## src/ulrs_pkg.sv

```systemverilog
// ulrs_pkg: types, register indexes and constants shared by the UTF-16
// literal replace / strip core. No dependencies.
`timescale 1ns / 1ps

package ulrs_pkg;

  // Field widths
  localparam int unsigned UNIT_W  = 16;
  localparam int unsigned COUNT_W = 31;
  localparam int unsigned MODE_W  = 8;
  localparam int unsigned PLEN_W  = 8;
  localparam int unsigned CIDX_W  = 8;
  localparam int unsigned CDATA_W = 16;

  // Job queue between front and back
  localparam int unsigned FIFO_DEPTH = 2;
  localparam int unsigned FIFO_PTR_W = (FIFO_DEPTH > 1) ? $clog2(FIFO_DEPTH) : 1;
  localparam int unsigned FIFO_CNT_W = $clog2(FIFO_DEPTH + 1);

  // Configuration register indexes
  localparam logic [CIDX_W-1:0] REG_MODE        = CIDX_W'(0);
  localparam logic [CIDX_W-1:0] REG_PATTERN_LEN = CIDX_W'(1);
  localparam logic [CIDX_W-1:0] REG_FIRST_UNIT  = CIDX_W'(2);
  localparam logic [CIDX_W-1:0] REG_SECOND_UNIT = CIDX_W'(3);
  localparam logic [CIDX_W-1:0] REG_NEW_UNIT    = CIDX_W'(4);

  // Mode and pattern length codes
  localparam logic [MODE_W-1:0] MODE_LITERAL = MODE_W'(1);
  localparam logic [MODE_W-1:0] MODE_STRIP   = MODE_W'(2);
  localparam logic [PLEN_W-1:0] PLEN_ONE     = PLEN_W'(1);
  localparam logic [PLEN_W-1:0] PLEN_TWO     = PLEN_W'(2);

  // Control units dropped in strip mode
  localparam logic [UNIT_W-1:0] UNIT_NUL = UNIT_W'(16'h0000);
  localparam logic [UNIT_W-1:0] UNIT_TAB = UNIT_W'(16'h0009);
  localparam logic [UNIT_W-1:0] UNIT_LF  = UNIT_W'(16'h000A);
  localparam logic [UNIT_W-1:0] UNIT_CR  = UNIT_W'(16'h000D);

  localparam logic [COUNT_W-1:0] COUNT_MAX = {COUNT_W{1'b1}};

  // Configuration register file contents
  typedef struct packed {
    logic [MODE_W-1:0] mode;
    logic [PLEN_W-1:0] pattern_length;
    logic [UNIT_W-1:0] first_unit;
    logic [UNIT_W-1:0] second_unit;
    logic [UNIT_W-1:0] new_unit;
  } cfg_t;

  // One classified input word: an optional flushed unit, an optional
  // main unit, and the end-of-string flag.
  typedef struct packed {
    logic [UNIT_W-1:0] flush_unit;
    logic              flush_vld;
    logic [UNIT_W-1:0] main_unit;
    logic              main_vld;
    logic              last;
  } job_t;

endpackage

```

## src/ulrs_intf.sv

```systemverilog
// Stream and configuration channel interfaces for the UTF-16 literal
// replace / strip core. Depends on ulrs_pkg.
`timescale 1ns / 1ps

// Input channel: one UTF-16 code unit per word
interface ulrs_in_if;
  logic                        valid;
  logic                        ready;
  logic [ulrs_pkg::UNIT_W-1:0] unit_in;
  logic                        last_in;

  modport source (output valid, output unit_in, output last_in, input ready);
  modport sink   (input valid, input unit_in, input last_in, output ready);
endinterface

// Output channel: one result per word
interface ulrs_out_if;
  logic                         valid;
  logic                         ready;
  logic [ulrs_pkg::UNIT_W-1:0]  unit_out;
  logic                         unit_valid;
  logic                         last_out;
  logic [ulrs_pkg::COUNT_W-1:0] kept_count;

  modport source (output valid, output unit_out, output unit_valid, output last_out,
                  output kept_count, input ready);
  modport sink   (input valid, input unit_out, input unit_valid, input last_out,
                  input kept_count, output ready);
endinterface

// Configuration write channel
interface ulrs_cfg_if;
  logic                         valid;
  logic                         ready;
  logic [ulrs_pkg::CIDX_W-1:0]  index;
  logic [ulrs_pkg::CDATA_W-1:0] data;

  modport source (output valid, output index, output data, input ready);
  modport sink   (input valid, input index, input data, output ready);
endinterface

```

## src/utf16_literal_replace_or_strip_core.sv

```systemverilog
// Channel   Dir  Payload                                      Handshake
// in_i      in   unit_in[15:0], last_in                       valid/ready
// out_o     out  unit_out[15:0], unit_valid, last_out,        valid/ready
//                kept_count[30:0]
// cfg_i     in   index[7:0], data[15:0]                       valid/ready (ready=1)
//
// One input word per cycle while the job queue is not full; a result word is
// registered in the job queue and then in the output register before it is presented.
// A word that flushes a held first unit and also emits its own unit gives two
// result words from one job; the two-entry job queue can then fill and stall input.
// Input stalls only when the queue is full; output stalls back up through it.
// Reset (rst_ni, async low) clears the held unit, count, queue and registers.
// Depends on ulrs_pkg, ulrs_intf, ulrs_fifo, ulrs_front, ulrs_back.
`timescale 1ns / 1ps

module utf16_literal_replace_or_strip_core (
  input  logic       clk_i,
  input  logic       rst_ni,
  ulrs_in_if.sink    in_i,
  ulrs_out_if.source out_o,
  ulrs_cfg_if.sink   cfg_i
);

  ulrs_pkg::cfg_t cfg_q;
  ulrs_pkg::job_t push_job, head_job;
  logic           push, pop, q_full, q_empty;

  assign cfg_i.ready = 1'b1;

  // Configuration registers
  always_ff @(posedge clk_i or negedge rst_ni) begin
    if (!rst_ni) begin
      cfg_q.mode           <= '0;
      cfg_q.pattern_length <= ulrs_pkg::PLEN_ONE;
      cfg_q.first_unit     <= '0;
      cfg_q.second_unit    <= '0;
      cfg_q.new_unit       <= '0;
    end else if (cfg_i.valid) begin
      unique case (cfg_i.index)
        ulrs_pkg::REG_MODE:
          cfg_q.mode <= cfg_i.data[ulrs_pkg::MODE_W-1:0];
        ulrs_pkg::REG_PATTERN_LEN:
          cfg_q.pattern_length <= cfg_i.data[ulrs_pkg::PLEN_W-1:0];
        ulrs_pkg::REG_FIRST_UNIT:  cfg_q.first_unit  <= cfg_i.data;
        ulrs_pkg::REG_SECOND_UNIT: cfg_q.second_unit <= cfg_i.data;
        ulrs_pkg::REG_NEW_UNIT:    cfg_q.new_unit    <= cfg_i.data;
        default: ;
      endcase
    end
  end

  ulrs_front u_front (
    .clk_i    (clk_i),
    .rst_ni   (rst_ni),
    .in_i     (in_i),
    .cfg_i    (cfg_q),
    .q_full_i (q_full),
    .push_o   (push),
    .job_o    (push_job)
  );

  ulrs_fifo u_fifo (
    .clk_i      (clk_i),
    .rst_ni     (rst_ni),
    .push_i     (push),
    .push_job_i (push_job),
    .full_o     (q_full),
    .pop_i      (pop),
    .head_job_o (head_job),
    .empty_o    (q_empty)
  );

  ulrs_back u_back (
    .clk_i     (clk_i),
    .rst_ni    (rst_ni),
    .job_i     (head_job),
    .q_empty_i (q_empty),
    .pop_o     (pop),
    .out_o     (out_o)
  );

endmodule

```

## src/ulrs_fifo.sv

```systemverilog
// ulrs_fifo: short job queue that decouples the classifying front end from
// the result back end. Depends on ulrs_pkg.
`timescale 1ns / 1ps

module ulrs_fifo (
  input  logic           clk_i,
  input  logic           rst_ni,
  input  logic           push_i,
  input  ulrs_pkg::job_t push_job_i,
  output logic           full_o,
  input  logic           pop_i,
  output ulrs_pkg::job_t head_job_o,
  output logic           empty_o
);

  ulrs_pkg::job_t                        mem_q [ulrs_pkg::FIFO_DEPTH];
  logic [ulrs_pkg::FIFO_PTR_W-1:0]       wr_ptr_q, wr_ptr_d;
  logic [ulrs_pkg::FIFO_PTR_W-1:0]       rd_ptr_q, rd_ptr_d;
  logic [ulrs_pkg::FIFO_CNT_W-1:0]       cnt_q, cnt_d;
  logic                                  do_push, do_pop;

  assign full_o     = (cnt_q == ulrs_pkg::FIFO_CNT_W'(ulrs_pkg::FIFO_DEPTH));
  assign empty_o    = (cnt_q == '0);
  assign head_job_o = mem_q[rd_ptr_q];
  assign do_push    = push_i && !full_o;
  assign do_pop     = pop_i && !empty_o;

  // Pointer wrap and fill count
  always_comb begin
    wr_ptr_d = wr_ptr_q;
    rd_ptr_d = rd_ptr_q;
    cnt_d    = cnt_q;
    if (do_push) begin
      wr_ptr_d = (wr_ptr_q == ulrs_pkg::FIFO_PTR_W'(ulrs_pkg::FIFO_DEPTH - 1)) ?
                 '0 : wr_ptr_q + ulrs_pkg::FIFO_PTR_W'(1);
    end
    if (do_pop) begin
      rd_ptr_d = (rd_ptr_q == ulrs_pkg::FIFO_PTR_W'(ulrs_pkg::FIFO_DEPTH - 1)) ?
                 '0 : rd_ptr_q + ulrs_pkg::FIFO_PTR_W'(1);
    end
    if (do_push && !do_pop) begin
      cnt_d = cnt_q + ulrs_pkg::FIFO_CNT_W'(1);
    end else if (!do_push && do_pop) begin
      cnt_d = cnt_q - ulrs_pkg::FIFO_CNT_W'(1);
    end
  end

  always_ff @(posedge clk_i or negedge rst_ni) begin
    if (!rst_ni) begin
      wr_ptr_q <= '0;
      rd_ptr_q <= '0;
      cnt_q    <= '0;
    end else begin
      wr_ptr_q <= wr_ptr_d;
      rd_ptr_q <= rd_ptr_d;
      cnt_q    <= cnt_d;
    end
  end

  // Storage, no reset needed
  always_ff @(posedge clk_i) begin
    if (do_push) begin
      mem_q[wr_ptr_q] <= push_job_i;
    end
  end

endmodule

```

## src/ulrs_front.sv

```systemverilog
// ulrs_front: accepts input words, tracks a pending first pattern unit and
// classifies each word into a job for the back end. Depends on ulrs_pkg,
// ulrs_intf.
`timescale 1ns / 1ps

module ulrs_front (
  input  logic           clk_i,
  input  logic           rst_ni,
  ulrs_in_if.sink        in_i,
  input  ulrs_pkg::cfg_t cfg_i,
  input  logic           q_full_i,
  output logic           push_o,
  output ulrs_pkg::job_t job_o
);

  logic                        pending_q, pending_d;
  logic                        accept;
  logic                        pair_mode, single_mode, strip_mode;
  logic                        is_ctrl;
  logic [ulrs_pkg::UNIT_W-1:0] u;

  assign u           = in_i.unit_in;
  assign in_i.ready  = !q_full_i;
  assign accept      = in_i.valid && !q_full_i;
  assign pair_mode   = (cfg_i.mode == ulrs_pkg::MODE_LITERAL) &&
                       (cfg_i.pattern_length == ulrs_pkg::PLEN_TWO);
  assign single_mode = (cfg_i.mode == ulrs_pkg::MODE_LITERAL) &&
                       (cfg_i.pattern_length == ulrs_pkg::PLEN_ONE);
  assign strip_mode  = (cfg_i.mode == ulrs_pkg::MODE_STRIP);
  assign is_ctrl     = (u == ulrs_pkg::UNIT_NUL) || (u == ulrs_pkg::UNIT_CR) ||
                       (u == ulrs_pkg::UNIT_LF)  || (u == ulrs_pkg::UNIT_TAB);

  // Classify the incoming unit
  always_comb begin
    pending_d        = pending_q;
    job_o.flush_unit = cfg_i.first_unit;
    job_o.flush_vld  = 1'b0;
    job_o.main_unit  = u;
    job_o.main_vld   = 1'b0;
    job_o.last       = in_i.last_in;

    if (pending_q && pair_mode && (u == cfg_i.second_unit)) begin
      // pair completes: one replacement unit
      pending_d        = 1'b0;
      job_o.flush_unit = cfg_i.new_unit;
      job_o.flush_vld  = 1'b1;
    end else begin
      // any held first unit goes out unchanged, then the unit is fresh
      job_o.flush_vld = pending_q;
      pending_d       = 1'b0;
      if (single_mode) begin
        job_o.main_vld  = 1'b1;
        job_o.main_unit = (u == cfg_i.first_unit) ? cfg_i.new_unit : u;
      end else if (pair_mode) begin
        if ((u == cfg_i.first_unit) && !in_i.last_in) begin
          pending_d = 1'b1;
        end else begin
          job_o.main_vld = 1'b1;
        end
      end else if (strip_mode) begin
        job_o.main_vld = !is_ctrl;
      end else begin
        job_o.main_vld = 1'b1;
      end
    end

    if (in_i.last_in) begin
      pending_d = 1'b0;
    end
  end

  assign push_o = accept && (job_o.flush_vld || job_o.main_vld || job_o.last);

  always_ff @(posedge clk_i or negedge rst_ni) begin
    if (!rst_ni) begin
      pending_q <= 1'b0;
    end else if (accept) begin
      pending_q <= pending_d;
    end
  end

endmodule

```

## src/ulrs_back.sv

```systemverilog
// ulrs_back: emits one result word per unstalled cycle from queued jobs,
// with the running kept-unit count. Depends on ulrs_pkg, ulrs_intf.
`timescale 1ns / 1ps

module ulrs_back (
  input  logic           clk_i,
  input  logic           rst_ni,
  input  ulrs_pkg::job_t job_i,
  input  logic           q_empty_i,
  output logic           pop_o,
  ulrs_out_if.source     out_o
);

  logic                         second_q, second_d;
  logic [ulrs_pkg::COUNT_W-1:0] cnt_q, cnt_d, cnt_inc;
  logic                         load;
  logic                         emit_flush;
  logic [ulrs_pkg::UNIT_W-1:0]  res_unit;
  logic                         res_vld, res_last;

  logic                         ovld_q;
  logic [ulrs_pkg::UNIT_W-1:0]  ounit_q;
  logic                         ouvld_q, olast_q;
  logic [ulrs_pkg::COUNT_W-1:0] okept_q, okept_d;

  // Output register takes a new word when empty or being drained
  assign load       = !q_empty_i && (!ovld_q || out_o.ready);
  assign emit_flush = job_i.flush_vld && !second_q;
  assign cnt_inc    = (cnt_q == ulrs_pkg::COUNT_MAX) ? cnt_q :
                      cnt_q + ulrs_pkg::COUNT_W'(1);

  // Pick this cycle's result from the head job
  always_comb begin
    second_d = second_q;
    pop_o    = 1'b0;
    if (emit_flush) begin
      res_unit = job_i.flush_unit;
      res_vld  = 1'b1;
      res_last = job_i.last && !job_i.main_vld;
    end else begin
      // main unit, or an empty end marker
      res_unit = job_i.main_vld ? job_i.main_unit : '0;
      res_vld  = job_i.main_vld;
      res_last = job_i.last;
    end
    if (load) begin
      if (emit_flush && job_i.main_vld) begin
        second_d = 1'b1;
      end else begin
        second_d = 1'b0;
        pop_o    = 1'b1;
      end
    end
  end

  // Kept-unit count
  always_comb begin
    okept_d = res_vld ? cnt_inc : cnt_q;
    cnt_d   = cnt_q;
    if (load) begin
      cnt_d = res_last ? '0 : okept_d;
    end
  end

  always_ff @(posedge clk_i or negedge rst_ni) begin
    if (!rst_ni) begin
      second_q <= 1'b0;
      cnt_q    <= '0;
      ovld_q   <= 1'b0;
    end else begin
      second_q <= second_d;
      cnt_q    <= cnt_d;
      if (load) begin
        ovld_q <= 1'b1;
      end else if (out_o.ready) begin
        ovld_q <= 1'b0;
      end
    end
  end

  // Output payload
  always_ff @(posedge clk_i) begin
    if (load) begin
      ounit_q <= res_unit;
      ouvld_q <= res_vld;
      olast_q <= res_last;
      okept_q <= okept_d;
    end
  end

  assign out_o.valid      = ovld_q;
  assign out_o.unit_out   = ounit_q;
  assign out_o.unit_valid = ouvld_q;
  assign out_o.last_out   = olast_q;
  assign out_o.kept_count = okept_q;

endmodule

```

## src/flat_wrapper.sv

```systemverilog
// flat-port wrapper written by rule: the top's interface ports become plain ports
module utf16_literal_replace_or_strip_core_flat 
  (clk_i, rst_ni, in_i_valid, in_i_unit_in, in_i_last_in, in_i_ready, out_o_valid, out_o_unit_out, out_o_unit_valid, out_o_last_out, out_o_kept_count, out_o_ready, cfg_i_valid, cfg_i_index, cfg_i_data, cfg_i_ready);
  ulrs_in_if in_i_i ();
  ulrs_out_if out_o_i ();
  ulrs_cfg_if cfg_i_i ();
  input  logic clk_i;
  input  logic rst_ni;
  input wire logic [$bits(in_i_i.valid)-1:0] in_i_valid;
  input wire logic [$bits(in_i_i.unit_in)-1:0] in_i_unit_in;
  input wire logic [$bits(in_i_i.last_in)-1:0] in_i_last_in;
  output wire logic [$bits(in_i_i.ready)-1:0] in_i_ready;
  output wire logic [$bits(out_o_i.valid)-1:0] out_o_valid;
  output wire logic [$bits(out_o_i.unit_out)-1:0] out_o_unit_out;
  output wire logic [$bits(out_o_i.unit_valid)-1:0] out_o_unit_valid;
  output wire logic [$bits(out_o_i.last_out)-1:0] out_o_last_out;
  output wire logic [$bits(out_o_i.kept_count)-1:0] out_o_kept_count;
  input wire logic [$bits(out_o_i.ready)-1:0] out_o_ready;
  input wire logic [$bits(cfg_i_i.valid)-1:0] cfg_i_valid;
  input wire logic [$bits(cfg_i_i.index)-1:0] cfg_i_index;
  input wire logic [$bits(cfg_i_i.data)-1:0] cfg_i_data;
  output wire logic [$bits(cfg_i_i.ready)-1:0] cfg_i_ready;
  assign in_i_i.valid = in_i_valid;
  assign in_i_i.unit_in = in_i_unit_in;
  assign in_i_i.last_in = in_i_last_in;
  assign in_i_ready = in_i_i.ready;
  assign out_o_valid = out_o_i.valid;
  assign out_o_unit_out = out_o_i.unit_out;
  assign out_o_unit_valid = out_o_i.unit_valid;
  assign out_o_last_out = out_o_i.last_out;
  assign out_o_kept_count = out_o_i.kept_count;
  assign out_o_i.ready = out_o_ready;
  assign cfg_i_i.valid = cfg_i_valid;
  assign cfg_i_i.index = cfg_i_index;
  assign cfg_i_i.data = cfg_i_data;
  assign cfg_i_ready = cfg_i_i.ready;
  utf16_literal_replace_or_strip_core u_core (.clk_i(clk_i), .rst_ni(rst_ni), .in_i(in_i_i), .out_o(out_o_i), .cfg_i(cfg_i_i));
endmodule
```

## config.mk

```make
export PLATFORM = sky130hd
export DESIGN_NAME = utf16_literal_replace_or_strip_core_flat
export DESIGN_NICKNAME = d
export VERILOG_FILES = /design/src/ulrs_pkg.sv /design/src/ulrs_intf.sv /design/src/utf16_literal_replace_or_strip_core.sv /design/src/ulrs_fifo.sv /design/src/ulrs_front.sv /design/src/ulrs_back.sv /design/src/flat_wrapper.sv
export SDC_FILE = /design/constraint.sdc
export NUM_CORES = 1
export LEC_CHECK = 0
export BUFFER_PORTS_ARGS = -buffer_cell sky130_fd_sc_hd__buf_2
export CORE_ASPECT_RATIO = 1.25
export CORE_MARGIN = 3
export CORE_UTILIZATION = 34
export DETAILED_ROUTE_END_ITERATION = 8
export PLACE_DENSITY_LB_ADDON = 0.05
export SYNTH_ARGS = -nofsm -noshare
export SYNTH_HDL_FRONTEND = slang
export SYNTH_SLANG_ARGS = --single-unit
export TNS_END_PERCENT = 30
```

## constraint.sdc

```tcl
create_clock -name clk_i -period 9.35 [get_ports clk_i]
set_input_delay 0.4675 -clock clk_i [delete_from_list [all_inputs] [get_ports clk_i]]
set_output_delay 0.4675 -clock clk_i [all_outputs]
set_load 0.005 [all_outputs]
```

# ---- After elaboration in Yosys (flattened, before gate mapping)
# Memories as Yosys holds them, arrays and structs flattened.
# Index checks and enable logic that the tools add are counted.
# Widths: inputs -> output; s select.
dict set report totals {
  regBits 151
  mem_bits_rw 70
  out_inout_bits 52
  wordCells 109
  inputBits 46
  memories 1
}
# name words width read_ports rd_clocked_by_memory_dff wr line
set mem_list {}
lappend mem_list {u_core.u_fifo.mem_q 2 35 1 0 1 ulrs_fifo.sv:16} ;# ulrs_pkg::job_t mem_q [ulrs_pkg::FIFO_DEPTH];
dict set report classes {
  n_eq_ne 15
  muxes 32
  add_sub_neg 5
  n_reduce_logical 40
}
# operator n
set ops {}
lappend ops {{$mux 31} 3}
lappend ops {{$mux 16} 5}
lappend ops {{$eq 16x4->1 const B} 3}
lappend ops {{$eq 16x16->1} 2}
lappend ops {{$eq 8x2->1 const B} 4}
lappend ops {{$add 31x1->31 const B} 1}
lappend ops {{$eq 31x31->1 const B} 1}
lappend ops {{$eq 8x1->1 const B} 3}
lappend ops {{$mux 1} 21}
lappend ops {{$mux 17} 1}
lappend ops {{$logic_not 16->1} 1}
lappend ops {{$logic_and 1x1->1} 15}
lappend ops {{$reduce_and 2->1} 5}
lappend ops {{$logic_not 1->1} 9}
lappend ops {{$eq 8x3->1 const B} 1}
lappend ops {{$logic_not 8->1} 1}
lappend ops {{$logic_or 1x1->1} 6}
lappend ops {{$mux 2} 2}
lappend ops {{$reduce_bool 2->1} 2}
lappend ops {{$add 1x1->1 const B} 2}
lappend ops {{$add 2x1->2 const B} 1}
lappend ops {{$eq 2x2->1 const B} 1}
lappend ops {{$logic_not 2->1} 1}
lappend ops {{$sub 2x1->2 const B} 1}

# ---- Longest topological paths before layout
dict set report depth {
  depth_word 17
  depth_mapped 10
  mapped_depth_nobuf 10
}

# ---- Cells and area by module
# Synthesis repeated with hierarchy kept, for this count alone.
dict set report hier_totals {
  hier_cells 790
  hier_area_um2 10829.1
}
# mod area_per_inst_um2 cells_each seq_area_each_um2 instances
set modules_own_cells {}
lappend modules_own_cells {ulrs_back 4295.4 411 2297.2 1}
lappend modules_own_cells {ulrs_fifo 2872.8 128 2202.1 1}
lappend modules_own_cells {utf16_literal_replace_or_strip_core 2630.0 143 1602.8 1}
lappend modules_own_cells {ulrs_front 1031.0 108 25.0 1}

# ---- Worst setup path before layout
# Ideal clock, no wire load.
dict set report synth_path {
  kind {in2reg}
  from {input in_i_unit_in[9]}
  to {memory u_core.u_fifo.mem_q[1][0] (netlist name) (enable)}
  path_buffers 0
  path_slack_ns 5.087
  required_ns 8.872
  arrival_time_ns 3.785
  cell_stages 6
  setup_ns 0.478
  cell_sequence {xor2_1 -> nor4_1 -> nand4b_1 -> nor2_4 -> o21a_1 -> nor3b_1}
}
dict set report synth_via {
  elab_chain_len 15
  elab_cells_between_ends 24
  classes_between {eq/ne: 5; mux: 8; reduce/logical: 11}
}
# element line
set synth_lines {}
lappend synth_lines {{start: declaration} flat_wrapper.sv:10} ;# input wire logic [$bits(in_i_i.unit_in)-1:0] in_i_unit_in;
lappend synth_lines {{$eq 16x4->1 / $logic_not 16->1 (equally long branches)} ulrs_front.sv:30} ;# assign is_ctrl = (u == ulrs_pkg::UNIT_NUL) || (u == ulrs_pkg::UNIT_CR) ||
lappend synth_lines {{$logic_or 1x1->1 (2 in a row)} ulrs_front.sv:30}
lappend synth_lines {{$logic_or 1x1->1} ulrs_front.sv:31} ;# (u == ulrs_pkg::UNIT_LF) || (u == ulrs_pkg::UNIT_TAB);
lappend synth_lines {{$logic_not 1->1} ulrs_front.sv:61} ;# job_o.main_vld = !is_ctrl;
lappend synth_lines {{$mux 1} ulrs_front.sv:60} ;# end else if (strip_mode) begin
lappend synth_lines {{$mux 1} ulrs_front.sv:54} ;# end else if (pair_mode) begin
lappend synth_lines {{$mux 1} ulrs_front.sv:51} ;# if (single_mode) begin
lappend synth_lines {{$mux 17} ulrs_front.sv:42} ;# if (pending_q && pair_mode && (u == cfg_i.second_unit)) begin
lappend synth_lines {{$logic_or 1x1->1 (*) (2 in a row)} ulrs_front.sv:72} ;# assign push_o = accept && (job_o.flush_vld || job_o.main_vld || job_o.last);
lappend synth_lines {{$logic_and 1x1->1 (*)} ulrs_front.sv:72}
lappend synth_lines {{$logic_and 1x1->1 (*)} ulrs_fifo.sv:25} ;# assign do_push = push_i && !full_o;
lappend synth_lines {{$mux 1 (*)} ulrs_fifo.sv:62} ;# if (do_push) begin
lappend synth_lines {{$mux 1 (implied by the code) (*)} ulrs_fifo.sv:63} ;# mem_q[wr_ptr_q] <= push_job_i;
lappend synth_lines {{end: declaration} ulrs_fifo.sv:16}
# Mark *: on every way between the ends. The rest lies on a longest branch, timed or not.

# ---- Worst setup path in the final report
dict set report layout_path {
  from {register u_core.u_fifo.rd_ptr_q}
  to {register u_core.u_back.cnt_q[15] (netlist name)}
}
dict set report layout_via {
  elab_chain_len 5
  elab_cells_between_ends 8
  classes_between {mux: 4; reduce/logical: 3; memory: 1}
}
# element line
set layout_lines {}
lappend layout_lines {{start: declaration} ulrs_fifo.sv:18} ;# logic [ulrs_pkg::FIFO_PTR_W-1:0] rd_ptr_q, rd_ptr_d;
lappend layout_lines {{start signal: assignment} ulrs_fifo.sv:55} ;# rd_ptr_q <= rd_ptr_d;
lappend layout_lines {{$mem_v2 2x35 (*)} n/a}
lappend layout_lines {{$logic_and 1x1->1 / $logic_not 1->1 (equally long branches)} {ulrs_back.sv:28, ulrs_back.sv:39}}
lappend layout_lines {{$mux 1 / $logic_and 1x1->1 (equally long branches)} {ulrs_back.sv:36, ulrs_back.sv:39}}
lappend layout_lines {{$mux 31 / $mux 1 (equally long branches)} {ulrs_back.sv:58, ulrs_back.sv:36}}
lappend layout_lines {{$mux 31 (*)} ulrs_back.sv:61} ;# cnt_d = res_last ? '0 : okept_d;
lappend layout_lines {{end signal: assignment} ulrs_back.sv:72} ;# cnt_q <= cnt_d;
lappend layout_lines {{end: declaration} ulrs_back.sv:15} ;# logic [ulrs_pkg::COUNT_W-1:0] cnt_q, cnt_d, cnt_inc;
# Marked as above.
# A chain may end at the register's enable or synchronous reset.

==> impl_results.md <==
* Die width at roughly 160 um
* Crit. Startpoint: u_core.u_fifo.rd_ptr_q
* Initial antenna violation count at 0
* Worst hold path class: in -> reg
* Post-synthesis xor/xnor area fraction at under 10%
* Slew HR at between 20 and 30%
* Max Buffers Root-to-Sink at 3
* 1st-pass router iterations at 4
* Seq/Total Area, Yosys at 59.2%
* Largest family of logic cells by synthesized area: multiplexers
* ANT cells at 0
* Post-route ant nets at 0
* Async S/R FF share, synth at 46.2%
* Arrival time of the worst setup path at 4.25 ns
* Largest net degree at the start of global routing at between 60 and 70
* Final min period at between 3 and 4 ns
* Min-Delay Startpoint: cfg_i_data[8]
* FF+latch count, synth at around 220
* Worst-path fanout max at 38
* EDFF count, synth at ~120
* Kind of critical path: reg -> reg
* Placeable Area at between 0.02 and 0.03 mm^2
* Unrepaired setup endpoints after global routing: false
* Reg2reg setup slack at approximately 5.5 ns
* Grt ovf at 0
* Simple-gate portion of the synthesized area at 10.9%
* Fin cells at about 1300
* Slew Viols, Final at 0
* Synthesis-to-finish area growth at 16.4%
* Vias/cell at between 5 and 6
* Die H at about 200 um
* Worst-Skew Late Latency at ~0.51 ns
* Mux share of post-synthesis cell area at between 15 and 20%
* DRC at 0
* Drt wl/cell at between 15 and 20 um
* Die ar. at 0.0326 mm^2
* Power Density at roughly 250 mW/mm^2
* Layout Nets at 908
* Syn. warnings at 0
* Final core utilization at between 40% and 50%
* Total negative slack at 0 ns
* CTS clk-pin slew, worst paths at 0.06 ns
* DRT Wirelength at between 20000 and 25000 um
* Worst Path Required at roughly 9.8 ns
* Hold Path Sink: u_core.cfg_q[24]
* Cell count after synthesis at approximately 760
* Post-synth top area share at 34.5%
* Final setup viols at 0
* Critical path capture point type: register
* Final HPWL DP at about 17000 um
* Max-cap violations at 0
* Num Clock Sinks at between 200 and 250
* Peak supply drop at between 0.0001 and 0.00015 V
* Number of CTS-inserted buffers at 25
* R2R depth at 8
* All-Layer GR Usage at between 10% and 20%
* Number of global-route vias before repair at slightly below 7000
* Critical R2R Capture: u_core.u_back.cnt_q[15]
* 1st-iter DRT viols at around 210
* Synth Area in Compound Gates at 6.42%
* Dominant cell type by area after synthesis: edfxtp_1
* IO Port Bufs at 96
* Adder-cell area share of the yosys netlist at less than 1%
* Hold depth at 2
* Initial Util at 34.9%
* DR vias at 6448
* Netlist Area Pre-Place at roughly 0.010 mm^2
* Synth area leaders: edfxtp_1 35%, dfrtp_1 24%, mux2_2 10%
* Synthesized net count at between 800 and 900
* Routability cong. at roughly 0.80
* CTS tree: built
* Distinct cells, synth at between 60 and 70
* Placed instance count at ~1200
* Share of post-route cells with drive strength above 1 at 32.3%
* Leakage at slightly below 0.005 uW
* R2R Path Start: u_core.u_fifo.rd_ptr_q
* H-tree level count at 1
* Slew @ Worst Pin at 1.08 ns
* Status: finished clean
* Main synth FF type: edfxtp_1
* Syn Area/Cell at approximately 14 um^2
* Final Hold Fails at 0
* Global-route wire length before repair at slightly below 40000 um
* Post-CTS sizing at 0
* Placement Rows at 70
* Clock Skew at between 0.01 and 0.015 ns
* # IOs at about 100
* Root buffer cell: clkbuf_16
* Fin crit share at 40.9%
* F_max at 261 MHz
* Startpoint types: register
layout make-up:
type,instances,area (um^2)
Fill cell,2857,17600
Sequential cell,221,6130
Multi-Input combinational cell,496,4000
Clock buffer,40,796
Timing Repair Buffer,106,561
Tap cell,396,495
Inverter,10,37.5
Clock inverter,5,25.0
worst max-delay path by stage:
stage / end
2_1_floorplan: u_core.u_fifo.mem_q[1][0]
3_3_place_gp: u_core.u_back.cnt_q[25]
3_5_place_dp: u_core.u_back.cnt_q[15]
4_1_cts: u_core.u_back.cnt_q[15]
5_1_grt: u_core.u_back.cnt_q[25]
6_report: u_core.u_back.cnt_q[15]
cells in the mapped netlist (3+ instances only):
cell type    n
nand2_1     41
or3_1        3
clkbuf_1    14
nand2b_1     4
edfxtp_1   119
a41oi_1      4
mux2_4      20
nor3_1       9
o311ai_0     3
and3_1       8
o31ai_1     13
or4_1        4
o41ai_1      4
nor4_2       3
buf_4        5
nor2_1      27
a21oi_1      5
inv_1        9
nor4_1      14
buf_2       11
o211ai_1     4
a31oi_1      8
buf_1        3
a22o_1       3
nand3_1     36
o21ai_0     40
xor2_1      29
dfrtp_1    101
xnor2_1     37
mux2i_1     19
mux2_2      96
nand4_1     12
and2_1       7
layout by cell type (no fill, tap or decap), types with 3 or more instances in the layout:
| cell | instances |
|---|---|
| clkbuf_1 | 7 |
| nand2_1 | 41 |
| or3_1 | 3 |
| nand2b_1 | 4 |
| o311ai_0 | 3 |
| nor2_1 | 26 |
| nand4_1 | 12 |
| clkbuf_8 | 5 |
| and3_1 | 8 |
| buf_4 | 10 |
| clkinv_2 | 5 |
| nor3_1 | 8 |
| mux2_2 | 96 |
| nand3_1 | 36 |
| inv_1 | 8 |
| mux2_4 | 20 |
| nor4_1 | 14 |
| or4_1 | 4 |
| o41ai_1 | 4 |
| clkbuf_16 | 28 |
| o21ai_0 | 40 |
| o31ai_1 | 13 |
| xnor2_1 | 37 |
| edfxtp_1 | 119 |
| o211ai_1 | 4 |
| dfrtp_1 | 101 |
| nor4_2 | 3 |
| xor2_1 | 29 |
| buf_2 | 95 |
| and2_1 | 7 |
| a41oi_1 | 4 |
| a21oi_1 | 5 |
| a31oi_1 | 8 |
| mux2i_1 | 19 |
| a22o_1 | 3 |
critical path: stages (launching register included):
cell and delay [ns]:
dfrtp_1 0.33, buf_4 0.48, mux2_2 0.26, nand2_1 0.59, o21ai_0 0.41, buf_4 0.25
nand2_1 0.62, or4_1 0.67, o211ai_1 0.11
flip-flops by register name (all words and copies together), names as in the netlist:
name / count
u_core.u_fifo.mem_q: 70
u_core.u_fifo.wr_ptr_q: 1
u_core.u_back.out_o.last_out: 1
u_core.u_front.pending_q: 1
u_core.u_back.out_o.kept_count: 31
u_core.u_back.out_o.unit_out: 16
u_core.u_back.out_o.unit_valid: 1
u_core.u_fifo.rd_ptr_q: 1
u_core.u_back.second_q: 1
u_core.u_back.cnt_q: 31
u_core.u_back.out_o.valid: 1
u_core.u_fifo.cnt_q: 2
u_core.cfg_q: 64
repair_timing:
action | 4_1_cts | 5_1_grt
hold buffers | 1 | 0
buffers inserted | 0 | 0
hold endpoints to repair | 35 | 0
layer usage:
layer / part of all wire [%] / track usage [%] / up-vias
li1: - / - / 3068
met1: 41 / 18.1 / 3216
met2: 53 / 26.7 / 135
met3: 4.0 / 2.31 / 29
met4: 2.1 / 3.90 / 0
met5: 0 / 0 / -
where the power goes:
group,total [uW],internal [uW],switching (uW),leakage (uW)
Sequential,1370,1280,86.1,0.00252
Combinational,657,258,399,0.00202
Clock,961,581,380,0.000409
through the flow:
stage                     setup WS, ns  hold slack [ns]  total power [uW]  area (um^2)
final                             5.52            0.217              2990        12000
after global routing              5.19            0.198              3160        12000
after CTS                         5.44            0.192              3050        12000
after detailed placement          5.43            0.481              2070        11200
after global placement            5.58            0.483              2050        11200
after floorplan                   5.09            0.172              1790        10300
cell families after synthesis:
kind of cell / Yosys count
flops: 221
simple gates: 191
mux: 135
compound gates: 101
xor+xnor: 66
buf+inv: 46
fa+ha+maj: 2
other cells: 1
Note: power is estimated with default switching activity, not from simulation.
